## config.mk

```make
export PLATFORM = sky130hd
export DESIGN_NAME = ncdf_recip
export DESIGN_NICKNAME = d
export VERILOG_FILES = /design/src/ncdf_pkg.sv /design/src/ncdf_recip.sv
export SDC_FILE = /design/constraint.sdc
export NUM_CORES = 2
export LEC_CHECK = 0
export ABC_AREA = 1
export BUFFER_PORTS_ARGS = -buffer_cell sky130_fd_sc_hd__buf_2
export CORE_MARGIN = 8
export CORE_UTILIZATION = 55
export CTS_BUF_LIST = sky130_fd_sc_hd__clkbuf_2
export DETAILED_ROUTE_END_ITERATION = 16
export PLACE_DENSITY = 0.73
export SYNTH_ARGS = -nofsm -noshare
export SYNTH_HDL_FRONTEND = slang
export SYNTH_SLANG_ARGS = --single-unit
```

## constraint.sdc

```tcl
create_clock -name i_clk -period 6.95 [get_ports i_clk]
set_input_delay 0 -clock i_clk [delete_from_list [all_inputs] [get_ports i_clk]]
set_output_delay 0 -clock i_clk [all_outputs]
set_load 0.005 [all_outputs]
```

## src/ncdf_pkg.sv

```systemverilog
`default_nettype none
package ncdf_pkg;

    localparam int IN_W  = 17;
    localparam int OUT_W = 17;
    localparam int MAG_W = 15;
    localparam int Y_W   = 30;
    localparam int ACC_W = 32;
    localparam int HORNER_N = 6;
    localparam int DIV_STAGES = 8;
    localparam int DIV_BITS = 4;
    localparam int SQ_N = 4;

    localparam logic signed [IN_W-1:0] LIMIT_POS = 17'sd20480;
    localparam logic signed [IN_W-1:0] LIMIT_NEG = -17'sd20480;
    localparam logic [31:0] INV_SQRT2 = 32'd3037000500;
    localparam logic [OUT_W-1:0] PROB_ONE  = 17'd65536;
    localparam logic [OUT_W-1:0] PROB_HALF = 17'd32768;
    localparam logic [ACC_W-1:0] ONE_Q28 = 32'h1000_0000;
    localparam logic [ACC_W-1:0] ONE_Q31 = 32'h8000_0000;
    localparam logic [ACC_W-1:0] C6 = 32'd11560;

    // addend of each horner step, the last one adds the leading one
    localparam logic [ACC_W-1:0] HORNER_ADD [HORNER_N] = '{
        32'd74240, 32'd40806, 32'd2488538, 32'd11349991, 32'd18930895, ONE_Q28
    };

    // flags that travel with every item
    typedef struct packed {
        logic valid;
        logic neg;
        logic lo;
        logic hi;
    } t_side;

    // one restoring-division slice of DIV_BITS quotient bits
    typedef struct packed {
        logic [31:0] rem;
        logic [31:0] num;
        logic [31:0] quo;
    } t_div;

    function automatic t_div div_slice(t_div v, logic [31:0] d);
        t_div w;
        logic [31:0] t;
        w = v;
        for (int k = 0; k < DIV_BITS; k++) begin
            t = {w.rem[30:0], w.num[31]};
            w.num = {w.num[30:0], 1'b0};
            if (t >= d) begin
                w.rem = t - d;
                w.quo = {w.quo[30:0], 1'b1};
            end else begin
                w.rem = t;
                w.quo = {w.quo[30:0], 1'b0};
            end
        end
        return w;
    endfunction

endpackage
`default_nettype wire

```

## src/ncdf_recip.sv

```systemverilog
`default_nettype none
module ncdf_recip (
    input  wire logic           i_clk,
    input  wire logic           i_rst_n,
    input  wire logic           i_en,
    input  wire ncdf_pkg::t_side i_side,
    input  wire logic [31:0]    i_den,
    output ncdf_pkg::t_side     o_side,
    output logic [31:0]         o_quo
);
    import ncdf_pkg::*;

    t_side       r_side [DIV_STAGES];
    t_div        r_div  [DIV_STAGES];
    logic [31:0] r_den  [DIV_STAGES];
    t_div        n_div  [DIV_STAGES];
    t_div        w_init;

    // numerator is 2^59 plus half the divisor; top 28 bits seed the remainder
    always_comb begin
        w_init.rem = {4'd0, 28'h800_0000};
        w_init.num = {1'b0, i_den[31:1]};
        w_init.quo = '0;
        n_div[0] = div_slice(w_init, i_den);
        for (int k = 1; k < DIV_STAGES; k++) begin
            n_div[k] = div_slice(r_div[k-1], r_den[k-1]);
        end
    end

    // side flags
    always_ff @(posedge i_clk) begin
        if (!i_rst_n) begin
            for (int k = 0; k < DIV_STAGES; k++) r_side[k] <= '0;
        end else if (i_en) begin
            r_side[0] <= i_side;
            for (int k = 1; k < DIV_STAGES; k++) r_side[k] <= r_side[k-1];
        end
    end

    // division datapath
    always_ff @(posedge i_clk) begin
        if (i_en) begin
            r_den[0] <= i_den;
            for (int k = 1; k < DIV_STAGES; k++) r_den[k] <= r_den[k-1];
            for (int k = 0; k < DIV_STAGES; k++) r_div[k] <= n_div[k];
        end
    end

    assign o_side = r_side[DIV_STAGES-1];
    assign o_quo  = r_div[DIV_STAGES-1].quo;
endmodule
`default_nettype wire

```

==> metrics.json, run 1 <==
{
  "numClockSinks": 617,
  "postSynthRegisterBits": 617,
  "finalWeightedCongestion": 1.082,
  "synth_flop_cell": "edfxtp_1",
  "floorplan.initialDensity_pct": 55.18,
  "yosys_warnings": 0,
  "boundaryPins": 75,
  "first-error": "[ERROR GRT-0232] Routing congestion too high. Check the congestion heatmap in the GUI.",
  "pin_count_of_the_biggest_net_entering_global_routing": 139,
  "fp-row-count": 151,
  "grt_repair_worst_endpoint": "r_div[0][268]$_DFFE_PP_/D",
  "cts-root-to-sink-buffers": 3,
  "floorplan.die.height_um": 427.6,
  "grt_remaining_overflow": 2649,
  "cts_buf_count": 176,
  "die_w_um": 427.6,
  "cts_max_level": 4,
  "type_of_pin_the_worst_path_ends_at": "register input",
  "result_of_the_run": "did not finish",
  "synth-async-reset-ratio_pct": 0,
  "synth_cell_types": 66,
  "clockRootBuffer": "clkbuf_2",
  "port_buffers": 74,
  "haltStage": "global routing",
  "netlist_instances": 14960,
  "place.detailed.hpwl_mm": 341.5,
  "synth-edff-count": 617,
  "gr-usage-all-layers_pct": 84.31,
  "syn_nets": 16022,
  "detailedPlace.worstSlack_ns": -1.339,
  "mappedNetlistArea_mm2": 0.09319,
  "post_synth.cell_area_avg_um2": 6.229,
  "synth_seq_area_share_pct": 19.88
}
[layer usage]
| layer | GRT usage (%) | overflow |
|---|---|---|
| met1 | 82.00 | 100 |
| met2 | 97.11 | 1572 |
| met3 | 73.59 | 73 |
| met4 | 87.14 | 894 |
| met5 | 52.67 | 10 |
[logic make-up after synthesis]
group / share of synthesized area (%)
xor+xnor: 5.131
mux: 0.01074
fa+ha+maj: 13.98
simple gates: 37.36
other cells: 0.004024
compound gates: 13.33
buf+inv: 10.31
flops: 19.88
[repair_timing]
action | 4_1_cts
gates resized for setup | 543
endpoints found under the setup margin | 193
buffers inserted | 104
hold endpoints to repair | 716
pin swaps | 124
gates cloned | 24
hold buffers | 124
[stage by stage]
step	setup TNS, ns	utilization, %	cells	area [µm²]	hold slack (ns)
4_1_cts	-143.18	83.46	22691	141000	0.005700
2_1_floorplan	-0.01634	-	14960	93820	0.09887
3_3_place_gp	-197.35	79.53	22122	134300	0.2126
3_5_place_dp	-233.84	79.53	22122	134300	0.2033
[synth_stat cells (11+ instances only)]
cell | number | area (µm²)
o21ai_0 | 542 | 2713
buf_6 | 26 | 292.8
and2_1 | 204 | 1276
ha_1 | 993 | 12420
inv_1 | 2130 | 7995
a21boi_1 | 16 | 120.1
clkbuf_1 | 13 | 48.80
nor2_2 | 21 | 131.4
buf_2 | 110 | 550.5
nor3_1 | 170 | 850.8
nand4_1 | 242 | 1514
a21oi_1 | 1036 | 5185
xnor2_1 | 229 | 2006
xor2_1 | 317 | 2776
fa_1 | 30 | 600.6
nand3_1 | 1295 | 6481
o21ai_2 | 22 | 192.7
nand2_1 | 4682 | 17570
o21ai_1 | 89 | 445.4
buf_4 | 80 | 600.6
o21a_1 | 55 | 412.9
o211ai_1 | 34 | 255.2
a21oi_2 | 11 | 96.34
nor2_1 | 1252 | 4700
a21o_1 | 122 | 915.9
or2_2 | 70 | 437.9
nor4_1 | 31 | 193.9
inv_2 | 23 | 86.33
a21boi_0 | 58 | 435.4
a31oi_1 | 62 | 387.9
edfxtp_1 | 617 | 18530
nand2_2 | 27 | 168.9
nand3b_1 | 126 | 945.9
o221ai_1 | 12 | 105.1
o21bai_1 | 119 | 893.4
==> inputs of run 2 (changes only) <==
--- a/config.mk
+++ b/config.mk
@@ -8,10 +8,9 @@
 export ABC_AREA = 1
 export BUFFER_PORTS_ARGS = -buffer_cell sky130_fd_sc_hd__buf_2
 export CORE_MARGIN = 8
-export CORE_UTILIZATION = 55
-export CTS_BUF_LIST = sky130_fd_sc_hd__clkbuf_2
+export CORE_UTILIZATION = 40
 export DETAILED_ROUTE_END_ITERATION = 16
-export PLACE_DENSITY = 0.73
+export PLACE_DENSITY_LB_ADDON = 0.15
 export SYNTH_ARGS = -nofsm -noshare
 export SYNTH_HDL_FRONTEND = slang
 export SYNTH_SLANG_ARGS = --single-unit
==> constraint.sdc (replaced) <==
create_clock -name i_clk -period 9.04 [get_ports i_clk]
set_input_delay 0 -clock i_clk [delete_from_list [all_inputs] [get_ports i_clk]]
set_output_delay 0 -clock i_clk [all_outputs]
set_load 0.005 [all_outputs]
==> run 2 against run 1 <==
  * Synthesized area unchanged
  * Synthesized cell count unchanged
  * The flow now finishes without violations
==> metrics.json, run 2 <==
{
  "result_of_the_run": "completed",
  "setup.worst_path.end_class": "flop",
  "largest_registers_ranked_by_flip_flop_count": "r_div: 361 flops, r_den: 224 flops, r_side: 32 flops",
  "synth_seq_area_share_pct": 19.88,
  "finalWeightedCongestion": 1.009,
  "place.detailed.hpwl_mm": 321.0,
  "floorplan.die.height_um": 498.7,
  "synth_top_area_share_pct": 19.88,
  "grt_met2_usage_pct": 48.30,
  "drt.antenna.violating_nets": 0,
  "synth_flop_cell": "edfxtp_1",
  "fp.coreArea_mm2": 0.2321,
  "path_max_fanout": 16,
  "synth_cell_types": 66,
  "cts_max_level": 3,
  "groute.layer.met3.usage_pct": 3.154,
  "floorplan.die_area_mm2": 0.2487,
  "setup_ws_ns": 0.4236,
  "share_of_the_clock_period_used_by_the_worst_path_pct": 95.31,
  "clockRootBuffer": "clkbuf_16",
  "arrival_ns": 9.10,
  "synth_most_common_cell": "nand2_1",
  "netlist_instances": 14960,
  "critPathSlowestCell": "edfxtp_1",
  "cpMostUsedCell": "nand2_1",
  "number_of_detailed_route_iterations_in_the_first_pass": 7,
  "yosys_warnings": 0,
  "clk_latency_ns": 0.76,
  "hold_viol": 0,
  "mappedNetlistArea_mm2": 0.09319,
  "grt.busiest_layer": "met2",
  "synth-async-reset-ratio_pct": 0,
  "port_buffers": 74,
  "worst_hold_path_type": "input port to flop",
  "largest_reg_flops": 361,
  "final_layout_size_suffix_gt1_share_pct": 7.479,
  "drv_cap": 0,
  "fin_skew_ns": 0.04145,
  "slew_violations": 0,
  "pin_count_of_the_biggest_net_entering_global_routing": 134,
  "timing.final.crit_period_ns": 8.616,
  "floorplan.initialDensity_pct": 40.15,
  "vias_in_the_first_global_route": 92814,
  "max_freq_mhz": 116.1,
  "cpPeakStageDelay_ns": 0.52,
  "relative_slew_margins_pct": 40.78,
  "postSynthRegisterBits": 617,
  "timing.rr.start": "r_den[4][20]$_DFFE_PP_",
  "cts_tree": "built",
  "grt_remaining_overflow": 0,
  "cts-root-to-sink-buffers": 3,
  "synthToLayoutAreaGrowth_pct": 12.60,
  "top_area_cells_in_the_synthesized_netlist": "edfxtp_1 (20%), nand2_1 (19%), ha_1 (13%)",
  "synth-edff-count": 617,
  "detail_route.wirelength_mm": 376.5,
  "dr.first_iter.drc_count": 9177,
  "layout.cells.most_common_list": "nand2_1 (4677), inv_1 (2117), nand3_1 (1284)",
  "registers.top_by_ff_count": "r_div",
  "dr_total_vias": 99735,
  "final.hold.worst_slack_ns": 0.07924,
  "syn_nets": 16022,
  "die_w_um": 498.7,
  "post_synth.cell_area_avg_um2": 6.229,
  "gr-usage-all-layers_pct": 28.73,
  "grt_antenna_before_repair": 16,
  "grtUsageMet1_pct": 38.61,
  "boundaryPins": 75,
  "synth_common_cells": "nand2_1 (4682), inv_1 (2130), nand3_1 (1295)",
  "numClockSinks": 617,
  "setup_viols_final": 0,
  "drt-wirelength-per-cell_um": 20.17,
  "crit_required_ns": 9.53,
  "cp-start-kind": "flop",
  "cts_buf_count": 83,
  "crit_type": "flop to flop",
  "synth_top_cell_by_area": "edfxtp_1",
  "grt_pass1_wl_mm": 559.5,
  "worst_setup_path_startpoint": "r_den[4][20]$_DFFE_PP_",
  "min-delay-start": "i_den[13]",
  "layout_commonest_cell": "nand2_1",
  "fp-row-count": 177,
  "finalNetCount": 16611,
  "tightest_slew_ns": 0.8883,
  "avgViaCountPerCell": 5.343,
  "post-route-drc-count": 0,
  "detailedPlace.worstSlack_ns": -0.2657,
  "path_clk_slew_ns": 0.06
}
[run 2: cell counts after synthesis]
Identical to the previous run, type by type.
[run 2: area by class of cell]
| class | count | area, µm² |
|---|---|---|
| timing repair buffer | 729 | 6022 |
| antenna | 6 | 15.01 |
| multi-input combinational | 11958 | 65670 |
| inverter | 2158 | 8172 |
| fill | 25247 | 127200 |
| timing repair inverter | 2 | 13.76 |
| tap | 3043 | 3807 |
| clock buffer | 96 | 2126 |
| clock inverter | 58 | 585.6 |
| sequential | 617 | 18530 |
[run 2: what timing repair did]
action                     CTS  global route
setup endpoints to repair   45           193
resized for setup            3           230
hold endpoints to repair   118             0
hold buffers                42             0
pin swaps                    0            18
buffers inserted             3            50
gates cloned                 0             7
[run 2: logic make-up (layout without fill, tap and decap cells)]
logic type | count (synthesis) | count (layout) | share of synthesized area [%]
fa+ha+maj | 1023 | 1023 | 13.98
flops | 617 | 617 | 19.88
xor+xnor | 546 | 546 | 5.131
other cells | 1 | 7 | 0.004024
compound gates | 2207 | 2207 | 13.33
simple gates | 8176 | 8180 | 37.36
buf+inv | 2389 | 3043 | 10.31
mux | 1 | 1 | 0.01074
[run 2: worst paths after layout]
path | to | slack (ns) | cells past startpoint
worst min-delay path | r_den[0][13]$_DFFE_PP_ | 0.08 | 2
worst max-delay path | r_div[1][169]$_DFFE_PP_ | 0.42 | 47
worst min register to register | r_div[0][288]$_DFFE_PP_ | 0.41 | 0
worst max register to register | r_div[1][169]$_DFFE_PP_ | 0.42 | 47
[run 2: layer usage]
layer,share of wire [%],vias up
li1,-,50444
met1,45,45470
met2,45,3294
met3,6.4,525
met4,3.5,2
met5,0.0035,-
[run 2: metrics by stage]
step / cell area [µm²] / setup TNS [ns] / std cells / util (%)
global route: 104900 / -0.1333 / 18662 / 45.21
floorplan: 93190 / 0 / 14960 / -
finish: 104900 / 0 / 18667 / 45.21
detailed placement: 100500 / -7.344 / 18405 / 43.30
global placement: 100500 / -7.107 / 18405 / 43.30
CTS: 103700 / 0 / 18604 / 44.68
[run 2: critical path: cells and delay by family (launching register included)]
| family | cells | cell delay, ns |
|---|---|---|
| buf+inv | 12 | 1.77 |
| simple gates | 24 | 3.24 |
| fa+ha+maj | 4 | 1.59 |
| flops | 1 | 0.52 |
| compound gates | 7 | 1.21 |
Power of run 2 is left out: the tool's default activity adds up to more than one toggle a clock period on the data nets, which glitch-free logic cannot reach.
